--- config.mk ---
export PLATFORM = sky130hd
export DESIGN_NAME = imm_datapath
export DESIGN_NICKNAME = d
export VERILOG_FILES = /design/src/rtl/imm_pkg.sv /design/src/rtl/imm_datapath.sv
export SDC_FILE = /design/constraint.sdc
export NUM_CORES = 2
export LEC_CHECK = 0
export BUFFER_PORTS_ARGS = -buffer_cell sky130_fd_sc_hd__clkbuf_2
export CORE_UTILIZATION = 47
export CTS_CLUSTER_DIAMETER = 50
export DETAILED_ROUTE_END_ITERATION = 7
export SLEW_MARGIN = 20
export SYNTH_ARGS = -nofsm -noshare
export SYNTH_HDL_FRONTEND = slang
export SYNTH_SLANG_ARGS = --single-unit
--- constraint.sdc ---
create_clock -name clk_i -period 13.09 [get_ports clk_i]
set_input_delay 1.9635 -clock clk_i [delete_from_list [all_inputs] [get_ports clk_i]]
set_output_delay 1.9635 -clock clk_i [all_outputs]
set_load 0.05 [all_outputs]
--- src/rtl/imm_pkg.sv ---
`timescale 1ns / 1ps
// Shared constants, types and helpers for the integer matrix multiplier.
package imm_pkg;

  localparam int unsigned MAX_DIM   = 8;
  localparam int unsigned IDX_W     = $clog2(MAX_DIM);
  localparam int unsigned ADDR_W    = 2 * IDX_W;
  localparam int unsigned DEPTH     = MAX_DIM * MAX_DIM;
  localparam int unsigned DATA_W    = 32;
  localparam int unsigned DIM_W     = 4;
  localparam int unsigned OP_W      = 2;
  localparam int unsigned CFG_IDX_W = 2;
  localparam int unsigned CFG_W     = 4;
  localparam int unsigned FIELD_W   = 2 * IDX_W + DATA_W;
  localparam int unsigned TDATA_W   = ((FIELD_W + 7) / 8) * 8;

  localparam logic [OP_W-1:0] OP_LOAD_A  = 2'd0;
  localparam logic [OP_W-1:0] OP_LOAD_B  = 2'd1;
  localparam logic [OP_W-1:0] OP_COMPUTE = 2'd2;

  localparam logic [CFG_IDX_W-1:0] REG_ROWS_A    = 2'd0;
  localparam logic [CFG_IDX_W-1:0] REG_INNER_DIM = 2'd1;
  localparam logic [CFG_IDX_W-1:0] REG_COLS_B    = 2'd2;

  localparam logic [DIM_W-1:0] DIM_RESET = DIM_W'(MAX_DIM);

  // Controller to datapath commands.
  typedef struct packed {
    logic             wr_a;
    logic             wr_b;
    logic             issue;
    logic [IDX_W-1:0] row;
    logic [IDX_W-1:0] col;
    logic [IDX_W-1:0] k;
    logic             first_k;
    logic             last_k;
    logic             elem_last;
  } imm_cmd_t;

  // Datapath to controller status.
  typedef struct packed {
    logic out_busy;
    logic done;
  } imm_sts_t;

  // Zero counts as one, anything above MAX_DIM as MAX_DIM.
  function automatic logic [DIM_W-1:0] clamp_dim(input logic [DIM_W-1:0] v);
    logic [DIM_W-1:0] r;
    if (v == '0) begin
      r = DIM_W'(1);
    end else if (v > DIM_W'(MAX_DIM)) begin
      r = DIM_W'(MAX_DIM);
    end else begin
      r = v;
    end
    return r;
  endfunction

endpackage

--- src/rtl/imm_datapath.sv ---
`timescale 1ns / 1ps
// Datapath: A and B stores, multiply stage, accumulator and result register.
module imm_datapath (
  input  logic                       clk_i,
  input  logic                       rst_ni,
  input  imm_pkg::imm_cmd_t          cmd_i,
  output imm_pkg::imm_sts_t          sts_o,
  input  logic [imm_pkg::IDX_W-1:0]  ld_row_i,
  input  logic [imm_pkg::IDX_W-1:0]  ld_col_i,
  input  logic [imm_pkg::DATA_W-1:0] ld_value_i,
  output logic                       out_valid_o,
  input  logic                       out_ready_i,
  output logic [imm_pkg::IDX_W-1:0]  out_row_o,
  output logic [imm_pkg::IDX_W-1:0]  out_col_o,
  output logic [imm_pkg::DATA_W-1:0] out_sum_o,
  output logic                       out_last_o
);
  import imm_pkg::*;

  logic [DATA_W-1:0] mem_a [DEPTH];
  logic [DATA_W-1:0] mem_b [DEPTH];

  logic [ADDR_W-1:0] wr_addr, rd_addr_a, rd_addr_b;
  logic [DATA_W-1:0] rd_a_q, rd_b_q, prod_q, acc_q, acc_next;
  logic              v1_q, f1_q, l1_q, v2_q, f2_q, l2_q;
  logic              out_valid_q, done;
  logic [IDX_W-1:0]  out_row_q, out_col_q;
  logic [DATA_W-1:0] out_sum_q;
  logic              out_last_q;

  assign wr_addr   = {ld_row_i, ld_col_i};
  assign rd_addr_a = {cmd_i.row, cmd_i.k};
  assign rd_addr_b = {cmd_i.k, cmd_i.col};

  always_ff @(posedge clk_i) begin
    if (cmd_i.wr_a) begin
      mem_a[wr_addr] <= ld_value_i;
    end
    rd_a_q <= mem_a[rd_addr_a];
  end

  always_ff @(posedge clk_i) begin
    if (cmd_i.wr_b) begin
      mem_b[wr_addr] <= ld_value_i;
    end
    rd_b_q <= mem_b[rd_addr_b];
  end

  // stage tags: 1 = read data, 2 = product
  always_ff @(posedge clk_i or negedge rst_ni) begin
    if (!rst_ni) begin
      v1_q <= 1'b0;
      v2_q <= 1'b0;
    end else begin
      v1_q <= cmd_i.issue;
      v2_q <= v1_q;
    end
  end

  always_ff @(posedge clk_i) begin
    f1_q   <= cmd_i.first_k;
    l1_q   <= cmd_i.last_k;
    f2_q   <= f1_q;
    l2_q   <= l1_q;
    prod_q <= DATA_W'(rd_a_q * rd_b_q);
  end

  assign acc_next = (f2_q ? '0 : acc_q) + prod_q;
  assign done     = v2_q && l2_q;

  always_ff @(posedge clk_i) begin
    if (v2_q) begin
      acc_q <= acc_next;
    end
    if (done) begin
      out_sum_q  <= acc_next;
      out_row_q  <= cmd_i.row;
      out_col_q  <= cmd_i.col;
      out_last_q <= cmd_i.elem_last;
    end
  end

  always_ff @(posedge clk_i or negedge rst_ni) begin
    if (!rst_ni) begin
      out_valid_q <= 1'b0;
    end else if (done) begin
      out_valid_q <= 1'b1;
    end else if (out_ready_i) begin
      out_valid_q <= 1'b0;
    end
  end

  assign sts_o.out_busy = out_valid_q;
  assign sts_o.done     = done;
  assign out_valid_o    = out_valid_q;
  assign out_row_o      = out_row_q;
  assign out_col_o      = out_col_q;
  assign out_sum_o      = out_sum_q;
  assign out_last_o     = out_last_q;

  a_no_overwrite: assert property (@(posedge clk_i) disable iff (!rst_ni)
    done |-> !out_valid_q)
    else $error("result landed on a full output register");

endmodule

# After elaboration in Yosys (flattened, before gate mapping)
# Memories as Yosys holds them, arrays and structs flattened. A register that Yosys moved wholly into a read port is not among the register bits.
# Index checks and enable logic that the tools add are counted.
# Widths: inputs -> output; s select.
word_totals:
  ff_bits: 110
  latch_bits: 0
  mem_bits_rw: 4096
  romBits: 0
  output_inout_bits: 42
  elab_cells: 26
  n_memories: 2
classes:
  addsub: 1
  mul: 1
  n_div: 0
  magnitude_cmp: 0
  eq_ne: 0
  shift: 0
  n_mux: 7
  bitwise_logic: 0
  n_reduce_logical: 2
mem_list:
  columns: ["name", "words", "width", "rd", "rd_ports_with_merged_regs", "write_ports", "line", "source"]
  rows:
  - ["mem_a", 64, 32, 1, 1, 1, "imm_datapath.sv:20", "logic [DATA_W-1:0] mem_a [DEPTH];"]
  - ["mem_b", 64, 32, 1, 1, 1, "imm_datapath.sv:21", "logic [DATA_W-1:0] mem_b [DEPTH];"]
op_table:
  columns: ["op", "count"]
  rows:
  - ["$add 32x32->32", 1]
  - ["$mul 32x32->32", 1]
  - ["$mux 32", 1]
  - ["$mux 1", 6]
  - ["$reduce_bool 2->1", 1]
  - ["$logic_and 1x1->1", 1]

# Longest topological paths before layout
depth:
  depth_word: 2
  depth_mapped: 26
  ltp_nobuf: 25

# Worst setup path after synthesis
# OpenSTA, ideal clock, no wires.
synth_timing:
  kind: "register -> register"
  start: "register rd_b_q[2] (read register of mem_b)"
  end: "register prod_q[31]"
  setup_ns: 0.072
  t_arrival_ns: 6.683
  required_time_ns: 13.018
  slack_ns: 6.334
  path_stages_with_launch: 24
  path_cell_list: "dfxtp_1 > clkbuf_1 > clkbuf_1 > nand2_1 > fa_1 > fa_1 > fa_1 > fa_1 > inv_1 > fa_1 > fa_1 > inv_1 > fa_1 > fa_1 > inv_1 > ha_1 > and4_1 > o2111a_1 > o31ai_1 > a211oi_1 > o21a_1 > nor2_1 > o31ai_1 > xnor2_1"
synth_between:
  elab_chain_len: 1
synth_rtl:
  columns: ["item", "line", "source"]
  rows:
  - ["start: declaration", "imm_datapath.sv:24", "logic [DATA_W-1:0] rd_a_q, rd_b_q, prod_q, acc_q, acc_next;"]
  - ["$mul 32x32->32", "imm_datapath.sv:65", "prod_q <= DATA_W'(rd_a_q * rd_b_q);"]
  - ["end signal: assignment", "imm_datapath.sv:65", null]
  - ["end: declaration", "imm_datapath.sv:24", null]
# Every way passes these cells.
# A chain may end at the register's enable or synchronous reset.

# Worst setup path in the final report
layout_timing:
  start: "register rd_b_q[5] (read register of mem_b)"
  end: "register prod_q[31]"
# The elaborated chain is that of the path after synthesis.

==> impl_metrics.toml <==
[placement]
post_dp_cell_area_um2 = 184900
port-buffer-count = 97
detailedPlacementHpwl_um = 255200
gpl.final_weighted_congestion = 0.8000

[timing]
setup-tns-final_ns = 0
setup_viol = 0
finalClockSkew_ns = 0.09383
rsz_0062_raised_after_global_routing = "false"
slew_viol_final = 0
slew_headroom = 0.2218
max_slew.worst_pin.slew_ns = 1.164
final_hold_viol_count = 0
finalCritPeriodShare = 0.5852
max_freq_mhz = 130.6
finalCriticalPeriod_ns = 7.660

[die]
die_height_um = 615.7
start_util = 0.4738
floorplan.io_pins = 98
placeableCoreArea_um2 = 373600
die_width_um = 615.7
die_area_um2 = 379100
rows = 224

[clock_tree]
cts.clk_slew.worst_paths_ns = 0.06
htree_levels = 5
cts.hold.buffers_added = 0
cts_tree = "done"
postCtsResizedCells = 0
clk_root_buffer_cell = "sky130_fd_sc_hd__clkbuf_16"
postCtsSetupBuffers = 0
clock_latency_ns = 1.00
clockBufferDepth = 4
clkSinkCount = 4270
cts_buffers = 453

[detailed_routing]
detail-route-antenna-nets = 0
drtPass1Iterations = 5
drt-wirelength-per-cell_um = 33.24
overall_via_count_from_detail_route = 83560
remaining_drc_errors = 0
avgViaCountPerCell = 6.032
detailedRoute.firstIterationViolations = 9100
wl_um = 460500

[synth]
syn-cell-area_um2 = 177000
ys_async_sr_fraction = 0.0007026
syn_inst = 8092
avgSynthCellArea_um2 = 21.88
ys_dominant_reg_cell = "sky130_fd_sc_hd__edfxtp_1"
yosys.cell_types.count = 61
netlist_top_cells_area = "sky130_fd_sc_hd__edfxtp_1 (71%), sky130_fd_sc_hd__mux4_2 (17%), sky130_fd_sc_hd__fa_1 (4.6%)"
fraction_of_post_synthesis_cell_area_in_the_top_cell_type_by_area = 0.7069
synth_area_leader_cell = "sky130_fd_sc_hd__edfxtp_1"
post_syn_nets = 8711
ys_warn_count = 0
post_synth_edffs = 4167
register_bit_total_from_synthesis = 4270
synth_seq_area_share = 0.7186

[hold_path]
worst_hold_path_type = "reg -> reg"

[grt]
grt_pass1_vias = 87490
wire_length_of_the_first_global_routing_pass_um = 657100
antenna_found_initial = 39
globalRouteOverflowTotal = 0
grt_usage = 0.2448
pin_count_of_the_biggest_net_entering_global_routing = 145

[cells_and_area]
final_net_count = 9088
layout.cell_area.non_filler_um2 = 199800
fillerInstances = 28250
final_layout_size_suffix_gt1_frac = 0.2798
flow.area_growth_from_synthesis_pct = 12.86

[critical_path]
cp-start-kind = "register"
critPathRequiredTime_ns = 13.91
end_kind = "register"
cp.arrival_ns = 8.48
timing.setup.critical_path_class = "reg -> reg"
path_max_fanout = 27

[power_and_ir_drop]
vdd_drop_max_mv = 2.617
power.total_uw = 56560
power.density_cell_area_nw_per_um2 = 283.1
p_leak_uw = 0.06478

[outcome]
result_of_the_run = "completed"

[run]
number_of_max_cap_violations = 0
## cell usage after synthesis, types with 15 or more instances
library cell / n
sky130_fd_sc_hd__edfxtp_1: 4167
sky130_fd_sc_hd__mux4_2: 1332
sky130_fd_sc_hd__fa_1: 409
sky130_fd_sc_hd__inv_1: 383
sky130_fd_sc_hd__and2_1: 310
sky130_fd_sc_hd__nand2_1: 267
sky130_fd_sc_hd__clkbuf_1: 235
sky130_fd_sc_hd__nor2_1: 165
sky130_fd_sc_hd__ha_1: 154
sky130_fd_sc_hd__buf_2: 103
sky130_fd_sc_hd__dfxtp_1: 100
sky130_fd_sc_hd__xnor2_1: 82
sky130_fd_sc_hd__a21oi_1: 42
sky130_fd_sc_hd__buf_1: 41
sky130_fd_sc_hd__nor2b_1: 40
sky130_fd_sc_hd__o21ai_0: 35
sky130_fd_sc_hd__xor2_1: 28
sky130_fd_sc_hd__a21o_1: 27
sky130_fd_sc_hd__buf_4: 18
sky130_fd_sc_hd__o21a_1: 15
## cells by family after synthesis
group | after synthesis | synth area share
buf+inv | 791 | 0.01835
mux | 1356 | 0.1709
flops | 4270 | 0.7186
fa+ha+maj | 563 | 0.05714
simple gates | 835 | 0.02337
xor+xnor | 110 | 0.005442
compound gates | 167 | 0.006206
## per-stage QoR
| step | setup WS, ns | hold slack (ns) | util | instances |
|---|---|---|---|---|
| 5_1_grt | 5.092 | 0.3400 | 0.5347 | 13840 |
| 4_1_cts | 5.445 | 0.3404 | 0.5344 | 13820 |
| 3_5_place_dp | 5.417 | 0.3205 | 0.4949 | 12980 |
| 2_1_floorplan | 6.334 | 0.3096 | - | 8092 |
| 3_3_place_gp | 5.486 | 0.3128 | 0.4949 | 12980 |
| 6_report | 5.430 | 0.3344 | 0.5348 | 13850 |
## routing by layer
layer  routed length, um  track usage  share of wire  vias to the layer above
met5                  71            0        0.00015                        -
met4               13600      0.06829          0.030                       10
met3               32700      0.03483          0.071                      602
met2              226700       0.4030           0.49                     3309
met1              187500       0.3446           0.41                    46110
li1                    -            -              -                    33530
## final cells by class
type	count	area (um2)	share of cell area
Sequential cell	4270	127200	0.6367
Inverter	383	1438	0.007196
Tap cell	4972	6221	0.03114
Clock inverter	282	2858	0.01430
Multi-Input combinational cell	3031	47540	0.2379
Antenna cell	34	85.08	0.0004258
Timing Repair Buffer	330	2544	0.01273
Clock buffer	551	11900	0.05958
## final timing paths
check | startpoint | to | slack (ns) | cells after the start
worst max-delay path | rd_b_q[5]$_DFF_P_ | prod_q[31]$_DFF_P_ | 5.43 | 23
worst min-delay path | l1_q$_DFF_P_ | l2_q$_DFF_P_ | 0.33 | 0
worst max register to register | rd_b_q[5]$_DFF_P_ | prod_q[31]$_DFF_P_ | 5.43 | 23
worst min register to register | l1_q$_DFF_P_ | l2_q$_DFF_P_ | 0.33 | 0
max in group asynchronous | rst_ni | v2_q$_DFF_PN0_ | 12.17 | 1
min in group asynchronous | rst_ni | out_valid_o$_DFFE_PN0P_ | 0.80 | 1
## power breakdown
part / switching (uW) / internal (uW)
Clock: 5420 / 7290
Sequential: 172 / 15800
Combinational: 15500 / 12300
## flip-flops by register name, indices dropped and copies added, names as in the netlist, 3 cells and up
signal     count
acc_q         32
mem_a       2048
mem_b       2048
out_col_o      3
out_row_o      3
out_sum_o     32
prod_q        32
rd_a_q        32
rd_b_q        32
## layout by cell type (no fill, tap or decap), drive strengths merged, types with 42 or more instances in the layout
cell and count:
clkbuf 608, xnor2 82, buf 273, ha 154
inv 424, fa 409, nand2 267, a21oi 42
mux4 1332, nor2 165, clkinv 183, and2 310
dfxtp 100, edfxtp 4167
## worst max-delay path, cell delays in order (launching register included)
cell	delay [ns]
sky130_fd_sc_hd__dfxtp_1	0.97
sky130_fd_sc_hd__and2_1	0.27
sky130_fd_sc_hd__fa_1	0.43
sky130_fd_sc_hd__fa_1	0.53
sky130_fd_sc_hd__inv_1	0.06
sky130_fd_sc_hd__fa_1	0.46
sky130_fd_sc_hd__fa_1	0.51
sky130_fd_sc_hd__inv_1	0.06
sky130_fd_sc_hd__fa_1	0.49
sky130_fd_sc_hd__fa_1	0.54
sky130_fd_sc_hd__inv_1	0.05
sky130_fd_sc_hd__fa_1	0.45
sky130_fd_sc_hd__fa_1	0.49
sky130_fd_sc_hd__inv_1	0.04
sky130_fd_sc_hd__ha_1	0.36
sky130_fd_sc_hd__nand2_1	0.09
sky130_fd_sc_hd__a2bb2oi_1	0.16
sky130_fd_sc_hd__a21oi_1	0.22
sky130_fd_sc_hd__nor3_1	0.09
sky130_fd_sc_hd__a211oi_1	0.63
sky130_fd_sc_hd__o21a_1	0.21
sky130_fd_sc_hd__nor2_1	0.05
sky130_fd_sc_hd__o31ai_1	0.29
sky130_fd_sc_hd__xnor2_1	0.10
Note: power is estimated with default switching activity, not from simulation.
