==> src/rtl/imm_pkg.sv <==
`timescale 1ns / 1ps
// Shared constants, types and helpers for the integer matrix multiplier.
package imm_pkg;

  localparam int unsigned MAX_DIM   = 8;
  localparam int unsigned IDX_W     = $clog2(MAX_DIM);
  localparam int unsigned ADDR_W    = 2 * IDX_W;
  localparam int unsigned DEPTH     = MAX_DIM * MAX_DIM;
  localparam int unsigned DATA_W    = 32;
  localparam int unsigned DIM_W     = 4;
  localparam int unsigned OP_W      = 2;
  localparam int unsigned CFG_IDX_W = 2;
  localparam int unsigned CFG_W     = 4;
  localparam int unsigned FIELD_W   = 2 * IDX_W + DATA_W;
  localparam int unsigned TDATA_W   = ((FIELD_W + 7) / 8) * 8;

  localparam logic [OP_W-1:0] OP_LOAD_A  = 2'd0;
  localparam logic [OP_W-1:0] OP_LOAD_B  = 2'd1;
  localparam logic [OP_W-1:0] OP_COMPUTE = 2'd2;

  localparam logic [CFG_IDX_W-1:0] REG_ROWS_A    = 2'd0;
  localparam logic [CFG_IDX_W-1:0] REG_INNER_DIM = 2'd1;
  localparam logic [CFG_IDX_W-1:0] REG_COLS_B    = 2'd2;

  localparam logic [DIM_W-1:0] DIM_RESET = DIM_W'(MAX_DIM);

  // Controller to datapath commands.
  typedef struct packed {
    logic             wr_a;
    logic             wr_b;
    logic             issue;
    logic [IDX_W-1:0] row;
    logic [IDX_W-1:0] col;
    logic [IDX_W-1:0] k;
    logic             first_k;
    logic             last_k;
    logic             elem_last;
  } imm_cmd_t;

  // Datapath to controller status.
  typedef struct packed {
    logic out_busy;
    logic done;
  } imm_sts_t;

  // Zero counts as one, anything above MAX_DIM as MAX_DIM.
  function automatic logic [DIM_W-1:0] clamp_dim(input logic [DIM_W-1:0] v);
    logic [DIM_W-1:0] r;
    if (v == '0) begin
      r = DIM_W'(1);
    end else if (v > DIM_W'(MAX_DIM)) begin
      r = DIM_W'(MAX_DIM);
    end else begin
      r = v;
    end
    return r;
  endfunction

endpackage

==> src/rtl/imm_ctrl.sv <==
`timescale 1ns / 1ps
// Controller: config registers, item decode and the i/j/k walk of a compute.
module imm_ctrl (
  input  logic                          clk_i,
  input  logic                          rst_ni,
  input  logic                          cfg_we_i,
  input  logic [imm_pkg::CFG_IDX_W-1:0] cfg_idx_i,
  input  logic [imm_pkg::CFG_W-1:0]     cfg_data_i,
  input  logic                          in_valid_i,
  input  logic [imm_pkg::OP_W-1:0]      in_op_i,
  output logic                          in_ready_o,
  input  imm_pkg::imm_sts_t             sts_i,
  output imm_pkg::imm_cmd_t             cmd_o
);
  import imm_pkg::*;

  localparam logic [1:0] ST_IDLE  = 2'd0;
  localparam logic [1:0] ST_START = 2'd1;
  localparam logic [1:0] ST_ISSUE = 2'd2;
  localparam logic [1:0] ST_DRAIN = 2'd3;

  logic [1:0]       state_q, state_d;
  logic [DIM_W-1:0] rows_q, inner_q, cols_q;
  logic [DIM_W-1:0] nr_q, nr_d, nk_q, nk_d, nc_q, nc_d;
  logic [IDX_W-1:0] i_q, i_d, j_q, j_d, k_q, k_d;
  logic             accept, last_k, last_i, last_j;

  assign accept = in_valid_i && in_ready_o;
  assign last_k = ({1'b0, k_q} == nk_q - DIM_W'(1));
  assign last_i = ({1'b0, i_q} == nr_q - DIM_W'(1));
  assign last_j = ({1'b0, j_q} == nc_q - DIM_W'(1));

  always_ff @(posedge clk_i or negedge rst_ni) begin
    if (!rst_ni) begin
      rows_q  <= DIM_RESET;
      inner_q <= DIM_RESET;
      cols_q  <= DIM_RESET;
    end else if (cfg_we_i) begin
      case (cfg_idx_i)
        REG_ROWS_A:    rows_q  <= cfg_data_i;
        REG_INNER_DIM: inner_q <= cfg_data_i;
        REG_COLS_B:    cols_q  <= cfg_data_i;
        default: ;
      endcase
    end
  end

  always_comb begin
    state_d = state_q;
    nr_d    = nr_q;
    nk_d    = nk_q;
    nc_d    = nc_q;
    i_d     = i_q;
    j_d     = j_q;
    k_d     = k_q;
    case (state_q)
      ST_IDLE: begin
        if (accept && in_op_i == OP_COMPUTE) begin
          nr_d    = clamp_dim(rows_q);
          nk_d    = clamp_dim(inner_q);
          nc_d    = clamp_dim(cols_q);
          i_d     = '0;
          j_d     = '0;
          state_d = ST_START;
        end
      end
      ST_START: begin
        if (!sts_i.out_busy) begin
          k_d     = '0;
          state_d = ST_ISSUE;
        end
      end
      ST_ISSUE: begin
        if (last_k) begin
          state_d = ST_DRAIN;
        end else begin
          k_d = k_q + IDX_W'(1);
        end
      end
      ST_DRAIN: begin
        if (sts_i.done) begin
          if (last_i && last_j) begin
            state_d = ST_IDLE;
          end else begin
            state_d = ST_START;
            if (last_j) begin
              j_d = '0;
              i_d = i_q + IDX_W'(1);
            end else begin
              j_d = j_q + IDX_W'(1);
            end
          end
        end
      end
      default: state_d = ST_IDLE;
    endcase
  end

  always_ff @(posedge clk_i or negedge rst_ni) begin
    if (!rst_ni) begin
      state_q <= ST_IDLE;
    end else begin
      state_q <= state_d;
    end
  end

  always_ff @(posedge clk_i) begin
    nr_q <= nr_d;
    nk_q <= nk_d;
    nc_q <= nc_d;
    i_q  <= i_d;
    j_q  <= j_d;
    k_q  <= k_d;
  end

  assign in_ready_o = (state_q == ST_IDLE);

  always_comb begin
    cmd_o.wr_a      = accept && (in_op_i == OP_LOAD_A);
    cmd_o.wr_b      = accept && (in_op_i == OP_LOAD_B);
    cmd_o.issue     = (state_q == ST_ISSUE);
    cmd_o.row       = i_q;
    cmd_o.col       = j_q;
    cmd_o.k         = k_q;
    cmd_o.first_k   = (k_q == '0);
    cmd_o.last_k    = last_k;
    cmd_o.elem_last = last_i && last_j;
  end

  a_no_issue_idle: assert property (@(posedge clk_i) disable iff (!rst_ni)
    (state_q == ST_IDLE) |-> !cmd_o.issue)
    else $error("read issued while idle");

  a_compute_starts: assert property (@(posedge clk_i) disable iff (!rst_ni)
    (accept && in_op_i == OP_COMPUTE) |=> (state_q == ST_START))
    else $error("compute item did not start a run");

  a_no_load_busy: assert property (@(posedge clk_i) disable iff (!rst_ni)
    (state_q != ST_IDLE) |-> !(cmd_o.wr_a || cmd_o.wr_b))
    else $error("store written during a compute");

endmodule

==> config.mk <==
export PLATFORM = sky130hd
export DESIGN_NAME = imm_ctrl
export DESIGN_NICKNAME = d
export VERILOG_FILES = /design/src/rtl/imm_pkg.sv /design/src/rtl/imm_ctrl.sv
export SDC_FILE = /design/constraint.sdc
export NUM_CORES = 1
export LEC_CHECK = 0
export BUFFER_PORTS_ARGS = -buffer_cell sky130_fd_sc_hd__buf_2
export CAP_MARGIN = 40
export CORE_MARGIN = 2
export CORE_UTILIZATION = 60
export CTS_CLUSTER_SIZE = 16
export DETAILED_ROUTE_END_ITERATION = 8
export PLACE_DENSITY = 0.84
export REMOVE_ABC_BUFFERS = 1
export SLEW_MARGIN = 10
export SYNTH_ARGS = -nofsm -noshare
export SYNTH_HDL_FRONTEND = slang
export SYNTH_SLANG_ARGS = --single-unit
==> constraint.sdc <==
create_clock -name clk_i -period 3.9 [get_ports clk_i]
set_input_delay 0.585 -clock clk_i [delete_from_list [all_inputs] [get_ports clk_i]]
set_output_delay 0.585 -clock clk_i [all_outputs]
set_load 0.05 [all_outputs]
== Word-level counts from Yosys, hierarchy flattened ==
Cells that the tools add are included.
Word-level totals
  input port bits: 14
  output and inout port bits: 16
  logic and storage cells: 85
  bits in registers: 35
Operators by class
  order comparisons: 3
  reduce and logical (&&, ||, !) cells: 25
  equality and inequality tests: 17
  add/subtract/negate cells: 6
  mux-type cells: 21
Operators by type and width (number)
  3-bit two-way mux: 9
  3-bit case mux with 2 select lines: 3
  3-bit by 4-bit == test with 1-bit output: 3
  4-bit > comparator, second input constant: 3
  4-bit zero test: 3
  4-bit two-way mux: 3
  4-bit by 1-bit subtractor with 4-bit output, second input constant: 3
  2-bit inequality test, second input constant: 5
  3-bit by 1-bit adder with 3-bit output, second input constant: 3
  2-bit == test, second input constant: 4
  2-bit two-way mux: 4
  2-bit case mux with 4 select lines: 1
  2-bit AND reduction: 4
  4-bit AND reduction: 2
  2-bit by 1-bit == test with 1-bit output, second input constant: 3
  2-bit zero test: 3
  2-bit OR reduction: 3
  1-bit logical AND: 5
  5-bit AND reduction: 1
  2-bit by 1-bit inequality test with 1-bit output, second input constant: 2
  2-bit nonzero test: 2
  3-bit zero test: 1
  3-bit AND reduction: 1
  1-bit two-way mux: 1

== Longest topological paths before layout ==
Gate-level depths: netlist (run 1).
  depth after elaboration: 6
  depth in mapped cells: 7
  gate-level depth less buffers: 7

== Worst setup path before layout (run 1) ==
Ideal clock, no wire load.
  path kind: reg2out
  from: register state_q[0]
  to: output port cmd_o[13] (netlist name)
  data arrival time: 2.386 ns
  path buffers: 0
  setup slack: 0.929 ns
  required time: 3.315 ns
  cell stages (with the launch flop): 5
  path through: dfrtp_1 -> inv_1 -> ha_1 -> nand2_1 -> nor3b_1
RTL lines
  start: declaration: RTL line imm_ctrl.sv:22  | logic [1:0] state_q, state_d;
  start signal: assignment: RTL line imm_ctrl.sv:103  | state_q <= state_d;
  end: declaration: RTL line imm_ctrl.sv:13  | output imm_pkg::imm_cmd_t cmd_o

==> results.yml, run 1 <==
setup_path:
  start_kind: "flop"
  required_ps: 3310
  end_kind: "output pin"
  cp.arrival_ps: 2090
  worstPathMaxFanout: 5
  slowest_stage: "edfxtp_1"
  path_cells: "inv_1 -> ha_1 -> xor2_1 -> nor3_1 -> o2111ai_2 -> nor2_2 -> buf_2"
  crit_type: "reg2out"
  slowest_delay_ps: 420
clock_network:
  cts_buffer_depth: 2
  htreeDepth: 2
  cts-buffers-inserted: 5
  clkTransAtPathRegs_ps: 110
  post-cts-setup-buffer-count: 0
  clock-sinks: 35
  insertion_delay_ps: 330
  holdBufCountCts: 0
  cts_resized: 0
  ctsRootBufferMaster: "clkbuf_4"
  cts_tree: "yes"
timing:
  slew_headroom: 0.609
  setup_viol: 0
  tightest_slew_ps: 586
  fin_setup_tns_ps: 0
  fmax_mhz: 374
  rsz0062_at_grt: "false"
  min_period_over_period: 0.686
  skew_ps: 7.72
  fin_crit_ps: 2670
  hold_violations: 0
  finalMaxSlewViolations: 0
synthesis:
  synth_cell_types: 38
  synth_top_flop_cell: "edfxtp_1"
  avgSynthCellArea_um2: 12.2
  yosysSeqAreaShare: 0.530
  synth_async_sr_flop_share: 0.400
  synth-edff-count: 21
  ys_warn_count: 0
  ys_ff_latch: 35
  synth_area_um2: 1860
  syn_inst: 153
die:
  coreArea_um2: 3000
  dieArea_um2: 3560
  die-height_um: 59.7
  rows: 20
  die_x_um: 59.7
  start_util: 0.619
  io_pins: 30
grt:
  grt_overflow: 0
  grt_pass1_wl_um: 4860
  antenna_found_initial: 0
  grt_max_degree: 15
  grt_pass1_vias: 1141
  grtUsageTotal: 0.190
route:
  first_pass_iters: 4
  post-route-drc-count: 0
  wl_um: 3010
  ant_nets: 0
  wl_per_cell_um: 13.7
  vias: 1185
  drtIter0Drc: 55
  vias_per_cell: 5.41
final_layout:
  diodes: 0
  final_core_util: 0.696
  fill_cells: 226
  layout.nets: 211
  final_common_cell: "buf_2"
  layout-drive-gt1-share: 0.306
  area_growth_syn_to_layout_pct: 12.4
  finish.instance_area_um2: 2090
  layout_common_cells: "buf_2 (29), edfxtp_1 (21), nor2_1 (14)"
pwr:
  power-per-cell-area_nw_per_um2: 748
  p_leak_nw: 0.930
  power_mw: 1.56
  ir_drop_mv: 0.356
place:
  placed_area_um2: 2030
  dp_hpwl_um: 2430
  portBuffers: 29
  gp_routability_congestion: 0.723
run:
  maxCapViolations: 0
outcome:
  status: "finished, final reports clean"
min_path:
  hold_path_class: "in2async"
metal layers:
metal  share of wire  global-route usage  vias up
li1                -                   -      594
met1            0.42               0.212      554
met2            0.52               0.329       33
met3           0.051              0.0714        4
met4          0.0070              0.0667        0
met5               0                   0        -
where the power goes:
group,leakage (nW),switching (mW),internal (mW),total [mW]
logic,0.537,0.485,0.248,0.733
clock network,0.0353,0.116,0.0874,0.203
registers,0.359,0.0952,0.532,0.627
cell families (layout without fill, tap and decap cells):
| group | count (synthesis) | count (layout) | synth area share |
|---|---|---|---|
| adders and majority gates | 12 | 12 | 0.0808 |
| buffers and inverters | 17 | 50 | 0.0363 |
| muxes | 14 | 14 | 0.0841 |
| AOI/OAI and AO/OA | 14 | 14 | 0.0619 |
| xor gates and xnor gates | 14 | 14 | 0.0660 |
| and+or+nand+nor | 47 | 47 | 0.141 |
| DFF | 35 | 35 | 0.530 |
worst paths after layout:
kind / start / end / slack (ps) / depth (start not counted)
hold / removal: rst_ni / rows_q[1] / 120 / 1
min in group clk_i: cfg_data_i[0] / inner_q[0] / 510 / 2
hold reg to reg: inner_q[0] / inner_q[0] / 520 / 1
max in group asynchronous: rst_ni / rows_q[3] / 3490 / 1
setup / recovery: nc_q[0] / cmd_o[0] / 1230 / 7
setup reg to reg: nc_q[0] / j_q[2] / 1700 / 7
final cells by class:
class / instances / area, um2 / area share
Clock buffer: 7 / 55.1 / 0.0263
Clock inverter: 1 / 5.00 / 0.00239
Inverter: 12 / 45.0 / 0.0215
Multi-Input combinational cell: 101 / 807 / 0.386
Sequential cell: 35 / 985 / 0.471
Tap cell: 33 / 41.3 / 0.0197
Timing Repair Buffer: 30 / 153 / 0.0730
registers in the layout, indices dropped and copies added, names as in the netlist:
signal	cells
rows_q	4
state_q	2
nr_q	4
nk_q	4
cols_q	4
i_q	3
j_q	3
k_q	3
nc_q	4
inner_q	4
per-stage QoR:
stage	hold slack, ps	std cells	setup slack (ps)
after floorplan	289	148	929
after global placement	482	211	1660
after detailed placement	491	211	1570
after CTS	111	219	1180
after global routing	114	219	1050
final	124	219	1230
synthesized netlist by cell type (4+ instances only):
master    instances  share of area
and2_1            5          0.017
nor3_1            5          0.013
edfxtp_1         21           0.34
xor2_1            9          0.042
mux2_2           12          0.073
inv_1            12          0.024
nor2_1           14          0.028
nor2b_1           8          0.027
clkbuf_1          4         0.0081
xnor2_1           5          0.024
dfrtp_1          11           0.15
ha_1             12          0.081
critical path: cells and delay by family (launching register included):
kind | cells | cell delay [ps]
buffers and inverters | 2 | 350
DFF | 1 | 420
xor gates and xnor gates | 1 | 170
AOI/OAI and AO/OA | 1 | 220
and+or+nand+nor | 2 | 410
adders and majority gates | 1 | 200
No activity file was read; power rests on OpenSTA's default activity.
==> run 2, diff against run 1 <==
--- a/config.mk
+++ b/config.mk
@@ -5,13 +5,14 @@
 export SDC_FILE = /design/constraint.sdc
 export NUM_CORES = 1
 export LEC_CHECK = 0
+export ABC_AREA = 1
 export BUFFER_PORTS_ARGS = -buffer_cell sky130_fd_sc_hd__buf_2
 export CAP_MARGIN = 40
 export CORE_MARGIN = 2
-export CORE_UTILIZATION = 60
+export CORE_UTILIZATION = 51
 export CTS_CLUSTER_SIZE = 16
 export DETAILED_ROUTE_END_ITERATION = 8
-export PLACE_DENSITY = 0.84
+export PLACE_DENSITY = 0.76
 export REMOVE_ABC_BUFFERS = 1
 export SLEW_MARGIN = 10
 export SYNTH_ARGS = -nofsm -noshare
==> constraint.sdc (replaced) <==
create_clock -name clk_i -period 2.3 [get_ports clk_i]
set_input_delay 0.345 -clock clk_i [delete_from_list [all_inputs] [get_ports clk_i]]
set_output_delay 0.345 -clock clk_i [all_outputs]
set_load 0.05 [all_outputs]
==> run 2 against run 1 <==
- cell count up 37%
- clock skew down 1.2 ps
- design area up 8.6%
- worst hold slack better by 190 ps
- die area up 21%
- register-to-register slack worse by 1300 ps
- utilization down 7.6 points
- critical path type unchanged
- critical endpoint unchanged
- largest cell class unchanged
==> results.yml, run 2 <==
synthesis:
  synthTopCellsByCount: "nand2_1 (43), inv_1 (41), nor2_1 (31)"
  synth_top_flop_cell: "edfxtp_1"
  synth_compound_area_frac: 0.0679
  synthMuxAreaShare: 0
  synth_cell_types: 25
  yosys.area.top_type_share: 0.326
  synth_top_family_by_area: "simple AND/OR/NAND/NOR gates"
  synth.area.top_cells: "edfxtp_1 (33%), dfrtp_1 (14%), nand2_1 (8.3%)"
  avgSynthCellArea_um2: 8.88
  synth_area_leader_cell: "edfxtp_1"
  synth-edff-count: 21
  synthAdderAreaFrac: 0.0776
  syn_inst: 218
  ys_warn_count: 0
  synth_xor_area_frac: 0.0452
  ys_ff_latch: 35
  synthSimpleGateAreaFrac: 0.209
  synth_area_um2: 1940
  synth_async_sr_flop_share: 0.400
  yosys.cell_count.top_type: "nand2_1"
  yosysSeqAreaShare: 0.509
final_layout:
  layout_common_cells: "nand2_1 (43), inv_1 (41), nor2_1 (31)"
  register_area_um2: 985
  area_growth_syn_to_layout_pct: 17.3
  multi_input_comb_area_um2: 774
  layout.nets: 278
  fill_cells: 306
  final_common_cell: "nand2_1"
  layout-drive-gt1-share: 0.190
  diodes: 0
setup_path:
  required_ps: 1960
  slowest_stage: "edfxtp_1"
  start_kind: "flop"
  cp_num_buf_inv: 3
  cp_common_cell: "inv_1"
  end_kind: "output pin"
  crit_family: "flip-flops"
  path_cells: "inv_1 -> ha_1 -> xor2_1 -> nand3_1 -> nor2_1 -> nand2_1 -> inv_1 -> buf_4"
  worstPathMaxFanout: 3
  slowest_delay_ps: 410
  crit_type: "reg2out"
  cp.arrival_ps: 1860
clock_network:
  htreeDepth: 2
  cts_tree: "yes"
  ctsRootBufferMaster: "clkbuf_8"
  cts-buffers-inserted: 5
  clkTransAtPathRegs_ps: 70
  insertion_delay_ps: 290
  cts_buffer_depth: 2
  clock-sinks: 35
  post-cts-setup-buffer-count: 0
timing:
  tightest_slew_ps: 309
  skew_ps: 6.51
  fin_crit_ps: 2210
  setup_viol: 0
  hold_violations: 0
  fin_setup_tns_ps: 0
  slew_headroom: 0.792
  rsz0062_at_grt: "false"
  finalMaxSlewViolations: 0
  fmax_mhz: 453
  holdWs_ps: 317
  min_period_over_period: 0.960
die:
  die-height_um: 65.6
  dieArea_um2: 4300
  start_util: 0.529
  die_x_um: 65.6
  coreArea_um2: 3660
  io_pins: 30
  rows: 22
route:
  drtIter0Drc: 74
  post-route-drc-count: 0
  vias_per_cell: 4.67
  ant_nets: 0
  first_pass_iters: 4
  vias: 1407
  wl_per_cell_um: 10.9
  wl_um: 3270
place:
  dp_hpwl_um: 2430
  gp_routability_congestion: 0.775
  portBuffers: 29
grt:
  grtUsageTotal: 0.171
  grt_pass1_wl_um: 5480
  grt_overflow: 0
  grt_pass1_vias: 1351
  grt_max_degree: 15
  antenna_found_initial: 0
pwr:
  p_leak_nw: 1.15
  ir_drop_mv: 0.420
  power-per-cell-area_nw_per_um2: 1310
outcome:
  status: "finished, final reports clean"
run:
  maxCapViolations: 0
min_path:
  hold_path_class: "in2reg"
## run 2: cell types whose count changed after synthesis, sizes merged, moves of 4 or more
cell / before / now
nand3: 0 / 13
inv: 12 / 42
xor2: 9 / 5
and2: 5 / 0
nor2: 15 / 31
nor2b: 8 / 0
nand2: 2 / 44
o21ai: 2 / 16
nor3: 6 / 1
mux2: 13 / 0
## run 2: final timing paths
check                              start          to  slack, ps  cells after the start
hold reg to reg                rows_q[1]   rows_q[1]        490                      2
setup reg to reg              state_q[1]      j_q[1]        380                      7
min in group asynchronous         rst_ni   rows_q[1]        480                      2
setup / recovery                 nr_q[0]    cmd_o[0]         90                      8
hold / removal             cfg_data_i[3]   cols_q[3]        320                      3
max in group asynchronous         rst_ni  inner_q[3]       1530                      2
## run 2: repair_timing
item | 4_1_cts | 5_1_grt
gates resized for setup | 0 | 2
hold buffers | 1 | 0
endpoints found under the hold margin | 11 | 0
setup endpoints to repair | 0 | 1
## run 2: per-layer routing
metal	up-vias	part of all wire	routed length, um	global-route usage
met4	0	0.010	34	0.0781
met3	4	0.036	118	0.0514
met2	29	0.48	1580	0.296
met1	623	0.47	1540	0.194
met5	-	0	0	0
li1	751	-	-	-
## run 2: kinds of logic after synthesis
group,after synthesis
compound gates,21
fa+ha+maj,12
xor+xnor,10
flops,35
simple gates,94
buf+inv,46
## run 2: where the power goes
| group | internal (mW) | switching, mW |
|---|---|---|
| Clock | 0.389 | 0.223 |
| Sequential | 0.891 | 0.165 |
| Combinational | 0.393 | 0.906 |
| Total | 1.67 | 1.29 |
## run 2: tightest hold or removal path, cell delays in order
cell	delay, ps
buf_2	90
inv_1	70
o21ai_0	90
## run 2: stage by stage
stage	worst slack (ps)	instances	power (mW)	cell area [um2]	util
floorplan	38.6	214	2.07	1920	-
global placement	409	292	2.33	2130	0.582
detailed placement	384	292	2.36	2130	0.582
CTS	23.6	301	2.99	2270	0.619
global route	5.69	301	3.16	2270	0.620
finish	92.2	301	2.97	2270	0.620
## run 2: layout make-up
cell class / instances / share of cell area
Clock inverter: 1 / 0.0132
Multi-Input combinational cell: 137 / 0.341
Clock buffer: 7 / 0.0430
Timing Repair Buffer: 31 / 0.0728
Tap cell: 48 / 0.0265
Inverter: 42 / 0.0695
Sequential cell: 35 / 0.434
